$ cat src/rtl/assert_macros.svh
`ifndef ASSERT_MACROS_SVH
`define ASSERT_MACROS_SVH

// Same-cycle implication check, disabled while rst is high.
`define WSDF_ASSERT_IMPL(name, clk, rst, ante, cons) \
   name: assert property (@(posedge clk) disable iff (rst) (ante) |-> (cons)) \
      else $error("same-cycle implication check failed");

// Next-cycle implication check, disabled while rst is high.
`define WSDF_ASSERT_NEXT(name, clk, rst, ante, cons) \
   name: assert property (@(posedge clk) disable iff (rst) (ante) |=> (cons)) \
      else $error("next-cycle implication check failed");

`endif

$ cat src/rtl/wsdf_pkg.sv
package wsdf_pkg;

   typedef enum logic [1:0] {
      ST_PAYLOAD  = 2'd0,
      ST_EMPTY    = 2'd1,
      ST_TRUNC    = 2'd2,
      ST_OVERFLOW = 2'd3
   } wsdf_status_type;

   // One classified result on its way from the parser to the output stage.
   typedef struct packed {
      wsdf_status_type status;
      logic            last;
      logic [7:0]      data;
      logic [7:0]      key;
   } wsdf_op_type;

   typedef struct packed {
      logic full;
      logic empty;
   } wsdf_qstat_type;

   localparam int QDEPTH    = 4;
   localparam int QPTR_BITS = 2;
   localparam int QCNT_BITS = 3;

   localparam logic [6:0] LEN7_EXT16 = 7'd126;
   localparam logic [6:0] LEN7_EXT64 = 7'd127;

   // Extended length and masking key byte counts, minus one.
   localparam logic [2:0] EXT16_LAST = 3'd1;
   localparam logic [2:0] EXT64_LAST = 3'd7;
   localparam logic [2:0] KEY_LAST   = 3'd3;

endpackage

$ cat src/rtl/wsdf_if.sv
interface wsdf_req_if;
   logic       valid;
   logic       ready;
   logic [7:0] data_byte;
   logic       end_of_buffer;

   modport source (output valid, output data_byte, output end_of_buffer, input ready);
   modport sink   (input valid, input data_byte, input end_of_buffer, output ready);
endinterface

interface wsdf_rsp_if;
   logic       valid;
   logic       ready;
   logic [7:0] payload_byte;
   logic       payload_last;
   logic [1:0] status;

   modport source (output valid, output payload_byte, output payload_last, output status,
                   input ready);
   modport sink   (input valid, input payload_byte, input payload_last, input status,
                   output ready);
endinterface

$ cat src/rtl/wsdf_front.sv
module wsdf_front #(
   parameter int LEN_BITS = 32
) (
   input  logic                    clock,
   input  logic                    reset,
   wsdf_req_if.sink                req_bus,
   input  wsdf_pkg::wsdf_qstat_type qstat,
   output logic                    push,
   output wsdf_pkg::wsdf_op_type   push_op
);
   import wsdf_pkg::*;

   typedef enum logic [5:0] {
      PH_FIRST = 6'b000001,
      PH_LEN   = 6'b000010,
      PH_EXT   = 6'b000100,
      PH_KEY   = 6'b001000,
      PH_PAY   = 6'b010000,
      PH_DONE  = 6'b100000
   } wsdf_phase_type;

   wsdf_phase_type      phase_ff, phase_in;
   logic [2:0]          count_ff, count_in;
   logic [LEN_BITS-1:0] len_ff, len_in;
   logic [31:0]         key_ff, key_in;
   logic                mask_ff, mask_in;
   logic                long_ff, long_in;
   logic [1:0]          idx_ff, idx_in;

   logic        accept;
   logic        emit;
   logic        fin_len;
   logic        fin_hdr;
   logic [7:0]  b;
   logic [6:0]  l7;
   wsdf_op_type op;

   assign req_bus.ready = !qstat.full;
   assign accept        = req_bus.valid && req_bus.ready;
   assign b             = req_bus.data_byte;
   assign l7            = b[6:0];

   always_comb begin
      phase_in = phase_ff;
      count_in = count_ff;
      len_in   = len_ff;
      key_in   = key_ff;
      mask_in  = mask_ff;
      long_in  = long_ff;
      idx_in   = idx_ff;
      emit     = 1'b0;
      fin_len  = 1'b0;
      fin_hdr  = 1'b0;
      op       = '0;

      case (phase_ff)
         PH_FIRST: begin
            phase_in = PH_LEN;
         end
         PH_LEN: begin
            mask_in  = b[7];
            count_in = '0;
            len_in   = '0;
            if (l7 == LEN7_EXT16) begin
               long_in  = 1'b0;
               phase_in = PH_EXT;
            end else if (l7 == LEN7_EXT64) begin
               long_in  = 1'b1;
               phase_in = PH_EXT;
            end else begin
               len_in  = LEN_BITS'(l7);
               fin_len = 1'b1;
            end
         end
         PH_EXT: begin
            if (len_ff[LEN_BITS-1 -: 8] != 8'd0) begin
               phase_in  = PH_DONE;
               emit      = 1'b1;
               op.status = ST_OVERFLOW;
            end else begin
               len_in   = {len_ff[LEN_BITS-9:0], b};
               count_in = count_ff + 3'd1;
               if (count_ff == (long_ff ? EXT64_LAST : EXT16_LAST)) begin
                  fin_len = 1'b1;
               end
            end
         end
         PH_KEY: begin
            key_in   = {key_ff[23:0], b};
            count_in = count_ff + 3'd1;
            if (count_ff == KEY_LAST) begin
               fin_hdr = 1'b1;
            end
         end
         PH_PAY: begin
            emit      = 1'b1;
            op.status = ST_PAYLOAD;
            op.data   = b;
            op.key    = key_ff[{~idx_ff, 3'b000} +: 8];
            op.last   = (len_ff == LEN_BITS'(1));
            if (op.last) begin
               phase_in = PH_DONE;
            end
            len_in = len_ff - LEN_BITS'(1);
            idx_in = idx_ff + 2'd1;
         end
         PH_DONE: begin
            phase_in = PH_DONE;
         end
         default: begin
            phase_in = PH_DONE;
         end
      endcase

      if (fin_len) begin
         count_in = '0;
         if (mask_in) begin
            phase_in = PH_KEY;
         end else begin
            fin_hdr = 1'b1;
         end
      end

      if (fin_hdr) begin
         if (len_in == '0) begin
            phase_in  = PH_DONE;
            emit      = 1'b1;
            op.status = ST_EMPTY;
         end else begin
            phase_in = PH_PAY;
            idx_in   = '0;
         end
      end

      if (req_bus.end_of_buffer) begin
         if (phase_in != PH_DONE) begin
            emit      = 1'b1;
            op        = '0;
            op.status = ST_TRUNC;
         end
         phase_in = PH_FIRST;
         count_in = '0;
         len_in   = '0;
         key_in   = '0;
         mask_in  = 1'b0;
         long_in  = 1'b0;
         idx_in   = '0;
      end
   end

   always_ff @(posedge clock) begin
      if (reset) begin
         phase_ff <= PH_FIRST;
         count_ff <= '0;
         len_ff   <= '0;
         key_ff   <= '0;
         mask_ff  <= 1'b0;
         long_ff  <= 1'b0;
         idx_ff   <= '0;
      end else if (accept) begin
         phase_ff <= phase_in;
         count_ff <= count_in;
         len_ff   <= len_in;
         key_ff   <= key_in;
         mask_ff  <= mask_in;
         long_ff  <= long_in;
         idx_ff   <= idx_in;
      end
   end

   assign push    = accept && emit;
   assign push_op = op;

endmodule

$ cat src/rtl/wsdf_queue.sv
module wsdf_queue (
   input  logic                     clock,
   input  logic                     reset,
   input  logic                     push,
   input  wsdf_pkg::wsdf_op_type    push_op,
   input  logic                     pop,
   output wsdf_pkg::wsdf_op_type    head_op,
   output wsdf_pkg::wsdf_qstat_type qstat
);
   import wsdf_pkg::*;

   wsdf_op_type          entry_ff [QDEPTH];
   logic [QPTR_BITS-1:0] wr_ptr_ff, wr_ptr_in;
   logic [QPTR_BITS-1:0] rd_ptr_ff, rd_ptr_in;
   logic [QCNT_BITS-1:0] cnt_ff, cnt_in;

   always_comb begin
      wr_ptr_in = push ? wr_ptr_ff + QPTR_BITS'(1) : wr_ptr_ff;
      rd_ptr_in = pop  ? rd_ptr_ff + QPTR_BITS'(1) : rd_ptr_ff;
      cnt_in    = cnt_ff + QCNT_BITS'(push) - QCNT_BITS'(pop);
   end

   always_ff @(posedge clock) begin
      if (reset) begin
         wr_ptr_ff <= '0;
         rd_ptr_ff <= '0;
         cnt_ff    <= '0;
      end else begin
         wr_ptr_ff <= wr_ptr_in;
         rd_ptr_ff <= rd_ptr_in;
         cnt_ff    <= cnt_in;
      end
   end

   always_ff @(posedge clock) begin
      if (push) begin
         entry_ff[wr_ptr_ff] <= push_op;
      end
   end

   assign head_op     = entry_ff[rd_ptr_ff];
   assign qstat.full  = (cnt_ff == QCNT_BITS'(QDEPTH));
   assign qstat.empty = (cnt_ff == '0);

endmodule

$ cat src/rtl/wsdf_back.sv
module wsdf_back (
   input  logic                     clock,
   input  logic                     reset,
   input  wsdf_pkg::wsdf_op_type    head_op,
   input  wsdf_pkg::wsdf_qstat_type qstat,
   output logic                     pop,
   wsdf_rsp_if.source               rsp_bus
);
   import wsdf_pkg::*;

   logic            valid_ff, valid_in;
   logic [7:0]      byte_ff;
   logic            last_ff;
   wsdf_status_type status_ff;

   // Load the output register whenever it is empty or being drained.
   assign pop = !qstat.empty && (!valid_ff || rsp_bus.ready);

   always_comb begin
      valid_in = valid_ff;
      if (pop) begin
         valid_in = 1'b1;
      end else if (rsp_bus.ready) begin
         valid_in = 1'b0;
      end
   end

   always_ff @(posedge clock) begin
      if (reset) begin
         valid_ff <= 1'b0;
      end else begin
         valid_ff <= valid_in;
      end
   end

   always_ff @(posedge clock) begin
      if (pop) begin
         byte_ff   <= head_op.data ^ head_op.key;
         last_ff   <= head_op.last;
         status_ff <= head_op.status;
      end
   end

   assign rsp_bus.valid        = valid_ff;
   assign rsp_bus.payload_byte = byte_ff;
   assign rsp_bus.payload_last = last_ff;
   assign rsp_bus.status       = status_ff;

endmodule

$ cat src/rtl/websocket_frame_deframer.sv
// Channel   Direction  Transfer carries
// req_bus   in         data_byte, end_of_buffer (one received byte per transfer)
// rsp_bus   out        payload_byte, payload_last, status (zero or one per input)
//
// One input byte is accepted per cycle while the queue is not full; the header
// parser state machine decides its fate in that same cycle. A result passes
// through the four-entry queue and then the output register before it leaves.
// Reset is synchronous and active high; it returns the parser to the first
// header byte and empties the queue and output register.
// The input stalls only while the queue is full, which happens only after the
// result side has refused transfers.
`include "assert_macros.svh"

module websocket_frame_deframer #(
   parameter int LEN_BITS = 32
) (
   input  logic        clock,
   input  logic        reset,
   wsdf_req_if.sink    req_bus,
   wsdf_rsp_if.source  rsp_bus
);
   import wsdf_pkg::*;

   logic           q_push;
   logic           q_pop;
   wsdf_op_type    q_push_op;
   wsdf_op_type    q_head_op;
   wsdf_qstat_type q_stat;

   // The front end parses the frame header and tags each byte that yields a
   // result: payload byte with its key byte, empty completion, truncation or
   // overflow. Bytes that yield nothing never enter the queue.
   wsdf_front #(
      .LEN_BITS (LEN_BITS)
   ) u_front (
      .clock   (clock),
      .reset   (reset),
      .req_bus (req_bus),
      .qstat   (q_stat),
      .push    (q_push),
      .push_op (q_push_op)
   );

   // The queue decouples parsing from the consumer so a stalled result side
   // does not stop the byte stream until the queue fills.
   wsdf_queue u_queue (
      .clock   (clock),
      .reset   (reset),
      .push    (q_push),
      .push_op (q_push_op),
      .pop     (q_pop),
      .head_op (q_head_op),
      .qstat   (q_stat)
   );

   // The back end applies the mask and holds the result in the output register.
   wsdf_back u_back (
      .clock   (clock),
      .reset   (reset),
      .head_op (q_head_op),
      .qstat   (q_stat),
      .pop     (q_pop),
      .rsp_bus (rsp_bus)
   );

   // The parser must never push into a full queue.
   `WSDF_ASSERT_IMPL(a_no_overflow, clock, reset, q_push, !q_stat.full)
   // Popping needs something queued.
   `WSDF_ASSERT_IMPL(a_no_underflow, clock, reset, q_pop, !q_stat.empty)
   // Status results other than payload carry a zero byte and no last flag.
   `WSDF_ASSERT_IMPL(a_status_clean, clock, reset,
      rsp_bus.valid && (rsp_bus.status != ST_PAYLOAD),
      (rsp_bus.payload_byte == 8'd0) && !rsp_bus.payload_last)
   // Nothing is presented right after reset.
   `WSDF_ASSERT_NEXT(a_reset_idle, clock, 1'b0, reset, !rsp_bus.valid)

endmodule

$ cat src/flat_wrapper.sv
// flat-port wrapper written by rule: the top's interface ports become plain ports
module websocket_frame_deframer_flat import wsdf_pkg::*;
#(
   parameter int LEN_BITS = 32
)
  (clock, reset, req_bus_valid, req_bus_data_byte, req_bus_end_of_buffer, req_bus_ready, rsp_bus_valid, rsp_bus_payload_byte, rsp_bus_payload_last, rsp_bus_status, rsp_bus_ready);
  wsdf_req_if req_bus_i ();
  wsdf_rsp_if rsp_bus_i ();
  input  logic clock;
  input  logic reset;
  input wire logic [$bits(req_bus_i.valid)-1:0] req_bus_valid;
  input wire logic [$bits(req_bus_i.data_byte)-1:0] req_bus_data_byte;
  input wire logic [$bits(req_bus_i.end_of_buffer)-1:0] req_bus_end_of_buffer;
  output wire logic [$bits(req_bus_i.ready)-1:0] req_bus_ready;
  output wire logic [$bits(rsp_bus_i.valid)-1:0] rsp_bus_valid;
  output wire logic [$bits(rsp_bus_i.payload_byte)-1:0] rsp_bus_payload_byte;
  output wire logic [$bits(rsp_bus_i.payload_last)-1:0] rsp_bus_payload_last;
  output wire logic [$bits(rsp_bus_i.status)-1:0] rsp_bus_status;
  input wire logic [$bits(rsp_bus_i.ready)-1:0] rsp_bus_ready;
  assign req_bus_i.valid = req_bus_valid;
  assign req_bus_i.data_byte = req_bus_data_byte;
  assign req_bus_i.end_of_buffer = req_bus_end_of_buffer;
  assign req_bus_ready = req_bus_i.ready;
  assign rsp_bus_valid = rsp_bus_i.valid;
  assign rsp_bus_payload_byte = rsp_bus_i.payload_byte;
  assign rsp_bus_payload_last = rsp_bus_i.payload_last;
  assign rsp_bus_status = rsp_bus_i.status;
  assign rsp_bus_i.ready = rsp_bus_ready;
  websocket_frame_deframer #(.LEN_BITS(LEN_BITS)) u_core (.clock(clock), .reset(reset), .req_bus(req_bus_i), .rsp_bus(rsp_bus_i));
endmodule
$ cat config.mk
export PLATFORM = sky130hd
export DESIGN_NAME = websocket_frame_deframer_flat
export DESIGN_NICKNAME = d
export VERILOG_FILES = /design/src/rtl/wsdf_pkg.sv /design/src/rtl/wsdf_if.sv /design/src/rtl/wsdf_front.sv /design/src/rtl/wsdf_queue.sv /design/src/rtl/wsdf_back.sv /design/src/rtl/websocket_frame_deframer.sv /design/src/flat_wrapper.sv
export VERILOG_INCLUDE_DIRS = /design/src /design/src/rtl
export SDC_FILE = /design/constraint.sdc
export NUM_CORES = 1
export LEC_CHECK = 0
export BUFFER_PORTS_ARGS = -buffer_cell sky130_fd_sc_hd__buf_2
export CORE_ASPECT_RATIO = 1.1
export CORE_MARGIN = 4
export CORE_UTILIZATION = 62
export CTS_CLUSTER_DIAMETER = 150
export CTS_CLUSTER_SIZE = 12
export DETAILED_ROUTE_END_ITERATION = 7
export HOLD_SLACK_MARGIN = 0.05
export MAX_ROUTING_LAYER = met4
export PLACE_DENSITY = 0.79
export SLEW_MARGIN = 20
export SYNTH_ARGS = -nofsm -noshare
export SYNTH_HDL_FRONTEND = slang
export SYNTH_SLANG_ARGS = --single-unit
$ cat constraint.sdc
create_clock -name clock -period 5.5 [get_ports clock]
set_input_delay 1.1 -clock clock [delete_from_list [all_inputs] [get_ports clock]]
set_output_delay 1.1 -clock clock [all_outputs]
set_load 0.02 [all_outputs]
==> out/results.tsv <==
stage	metric	value	unit
die	core box area	0.0138	mm²
sta	RSZ-0062 raised after global routing	false	
clocking	Post CTS Setup Buffer Count	0	
drt	vias per inst	6.72	
final_layout	Final Util	0.690	
sta	fin crit period	5060	ps
final_layout	area delta synth->final	8.91	%
die	Die Y-Extent	133	µm
global_routing	first-pass GRT wire length	36700	µm
global_routing	largest net degree at the start of global routing	52	
drt	DRC viols	0	
final_layout	number of nets in the layout	852	
global_routing	antenna violations before repair	0	
sta	max frequency	0.198	GHz
worst_setup_path	Max FO, Critical Path	10	
worst_setup_path	CP peak stage delay	580	ps
worst_setup_path	Worst setup SP type	register	
worst_setup_path	reg-to-reg endpoint	u_core.u_queue.cnt_ff[2]	
placement	port bufs	25	
global_routing	GR Overflow Total	0	
clocking	post-CTS sizing	0	
worst_setup_path	most frequent CP cell	inv_1	
sta	Slew Viols, Final	0	
clocking	cts bufs inserted	17	
worst_setup_path	R2R depth	19	
clocking	Max Buffers Root-to-Sink	2	
clocking	clock root buffer	clkbuf_16	
placement	Final Wtd Congestion	0.957	
status	status	completed	
worst_setup_path	CP Class	register to register	
worst_setup_path	cell family with most CP delay	simple AND/OR/NAND/NOR gates	
drt	vias	6916	
logic_synthesis	Seq/Total Area, Yosys	0.498	
clocking	Clock transition at path regs	70	ps
power	Final Power	3.18	mW
worst_setup_path	CP Buf/Inv Count	4	
worst_setup_path	Critical Path Start	u_core.u_front.len_ff[0]	
logic_synthesis	syn_area_per_cell	10.6	µm²
sta	Setup Viol. Count Final	0	
drt	DR pass1 iterations	7	
clocking	hold_buf cts	0	
power	maximum VDD drop	0.190	mV
drt	WL final	22900	µm
logic_synthesis	synth unique cells	80	
logic_synthesis	Post-Syn Nets	852	
worst_setup_path	worst path required time	5790	ps
worst_setup_path	reg-to-reg startpoint	u_core.u_front.len_ff[0]	
drt	post-route ant nets	0	
drt	Avg WL per Cell	22.3	µm
logic_synthesis	Synth Flop Type	edfxtp_1	
sta	clk_skew	16.4	ps
logic_synthesis	Mapped Area	0.00874	mm²
power	LEAKAGE	3.41	nW
sta	Period Utilization, post-route	0.919	
drt	DRT iter0 DRCs	622	
worst_hold_path	hold_sp	u_core.u_back.rsp_bus.valid	
worst_setup_path	critical path cell sequence	inv_1, ha_1, nor4b_1, nand3_1, o21a_1, o21ai_0, nand4_1, nor4_4, nand4_4, a31oi_4, inv_1, ha_1, inv_1, ha_1, inv_1, fa_1, xor2_1, xnor2_1, nor2_1	
worst_hold_path	Hold Crit Class	register to register	
sta	Worst slew margin	0.318	
worst_setup_path	Critical Path Slowest Stage Cell	nor4b_1	
die	Rows	45	
worst_setup_path	Worst Path Arrival	5350	ps
final_layout	ANT cells	0	
logic_synthesis	Yosys reg bits	174	
logic_synthesis	Post-synth EDFFs	87	
global_routing	Total GRT Usage	0.300	
clocking	Clock Sinks	174	
power	PD cells	334	mW/mm²
die	initial core utilization	0.634	
clocking	CTS tree	done	
logic_synthesis	Gate Count Post-Synth	828	
clocking	CTS H-tree lvls	4	
global_routing	vias in the first global route	6683	
flow_run	Max Cap Viol	0	
logic_synthesis	YS warnings	0	
die	IO Pins	26	
worst_setup_path	reg-to-reg setup timing slack	440	ps
logic_synthesis	Async SR Flop Fraction	0	
final_layout	Layout fillers	1060	
clocking	insertion delay to the later sink of the worst-skew pair	440	ps
worst_setup_path	worst setup path end	u_core.u_queue.cnt_ff[2]	
sta	Slew @ Worst Pin	1020	ps
worst_setup_path	cell depth of the worst setup path	19	
die	Die X	121	µm
placement	hpwl dp	15400	µm
final_layout	share of layout cells above drive strength 1	0.153	
sta	Hold Fails Final Rpt	0	
sta	final setup TNS	0	ps
worst_setup_path	CP Capture Type	register	
die	DIE AREA	0.0161	mm²
[layout by cell type (no fill, tap or decap), types with 4 or more instances in the layout]
cell type and n:
nor2_1 110, dfxtp_1 87, edfxtp_1 87, a22oi_1 52, a21oi_1 48, nand2_1 44
xor2_1 37, o21ai_0 26, buf_2 25, buf_4 21, nor4_1 19, and2_1 19
mux4_2 19, nor3_1 18, clkbuf_16 17, inv_1 16, a31oi_1 15, nand4_1 12
nand3_1 10, o211ai_1 10, ha_1 10, or3_1 8, mux2i_1 6, inv_6 6
o2111ai_1 5, o221ai_1 5, o31ai_1 5, nor4_4 4, nor4b_1 4, a41oi_1 4
nand4b_1 4, a31o_2 4, and2_2 4, inv_8 4
[worst min-delay path, cell delays in order, from the launching register on]
cell     delay [ps]
dfxtp_1         320
nand2_1          60
a21oi_1          50
[cells in the mapped netlist, types with 3 or more instances]
cell / count / area, µm²
o221ai_1: 5 / 43.8
nand3_1: 10 / 50.1
o21ai_0: 26 / 130
buf_1: 3 / 11.3
nor4_1: 19 / 119
or3_1: 8 / 50.1
mux2i_1: 6 / 60.1
nor4b_1: 4 / 35.0
mux4_2: 19 / 428
a221oi_1: 3 / 26.3
clkbuf_1: 37 / 139
a32oi_1: 3 / 26.3
inv_1: 16 / 60.1
buf_2: 16 / 80.1
nor2b_1: 3 / 18.8
ha_1: 10 / 125
and2_1: 19 / 119
nand4b_1: 4 / 35.0
a31oi_1: 15 / 93.8
a41oi_1: 4 / 35.0
a31o_2: 4 / 35.0
nand4_1: 12 / 75.1
o211ai_1: 10 / 75.1
nor2_1: 111 / 417
edfxtp_1: 87 / 2610
nor3_1: 18 / 90.1
o21a_1: 3 / 22.5
xor2_1: 37 / 324
o31ai_1: 5 / 37.5
a22oi_1: 52 / 390
and2_2: 4 / 30.0
nand2_1: 44 / 165
o2111ai_1: 5 / 43.8
a21oi_1: 48 / 240
o21ai_1: 4 / 20.0
buf_6: 7 / 78.8
nor4_4: 4 / 85.1
dfxtp_1: 87 / 1740
a221o_1: 3 / 30.0
[worst min path at each step]
stage / end / slack (ps) / cells past startpoint
2_1_floorplan: u_core.u_front.mask_ff / 450 / 2
3_3_place_gp: u_core.u_back.rsp_bus.valid / 450 / 2
3_5_place_dp: u_core.u_back.rsp_bus.valid / 480 / 2
4_1_cts: u_core.u_front.mask_ff / 490 / 2
5_1_grt: u_core.u_front.mask_ff / 500 / 2
6_report: u_core.u_back.rsp_bus.valid / 480 / 2
[metal layers]
layer,vias up,share of wire,track usage
met3,81,0.054,0.0492
li1,3138,-,-
met5,-,0,-
met4,0,0.041,0.123
met2,307,0.52,0.510
met1,3390,0.39,0.356
[per-stage QoR]
stage	cell area, µm²	cells	setup WS (ps)	hold slack, ps
2_1_floorplan	8740	828	1210	449
4_1_cts	9510	1029	535	487
3_3_place_gp	8940	997	314	451
5_1_grt	9520	1029	109	504
3_5_place_dp	8940	997	361	477
6_report	9520	1029	443	482
[kinds of logic after synthesis]
family / count (synthesis) / synth area share
AND/OR/NAND/NOR: 283 / 0.173
AO/OA/AOI/OAI: 214 / 0.172
flip-flops: 174 / 0.498
buffers and inverters: 81 / 0.0439
XOR/XNOR: 39 / 0.0391
multiplexers: 26 / 0.0575
adder cells (fa/ha/maj): 11 / 0.0166
[state kept, by name, summed over array words and instances (netlist names), named ones only]
signal / flops
u_core.u_queue.entry_ff: 76
u_core.u_front.key_ff: 32
u_core.u_front.len_ff: 32
u_core.u_back.rsp_bus.payload_byte: 8
u_core.u_front.phase_ff: 6
u_core.u_front.count_ff: 3
u_core.u_queue.cnt_ff: 3
u_core.u_back.rsp_bus.status: 2
u_core.u_front.idx_ff: 2
u_core.u_queue.rd_ptr_ff: 2
u_core.u_queue.wr_ptr_ff: 2
u_core.u_back.rsp_bus.payload_last: 1
u_core.u_back.rsp_bus.valid: 1
u_core.u_front.long_ff: 1
u_core.u_front.mask_ff: 1
[power by group]
part | switching [mW] | internal, mW
registers | 0.0728 | 1.47
clock network | 0.557 | 0.601
logic | 0.296 | 0.183
total | 0.926 | 2.26
[cell type report]
class,count,area (µm²),share of cell area
Tap cell,188,235,0.0247
Timing Repair Buffer,46,283,0.0297
Clock inverter,15,141,0.0148
Inverter,16,60.1,0.00631
Multi-Input combinational cell,573,4030,0.423
Clock buffer,17,425,0.0447
Sequential cell,174,4350,0.457
(Power assumes the default switching activity.)
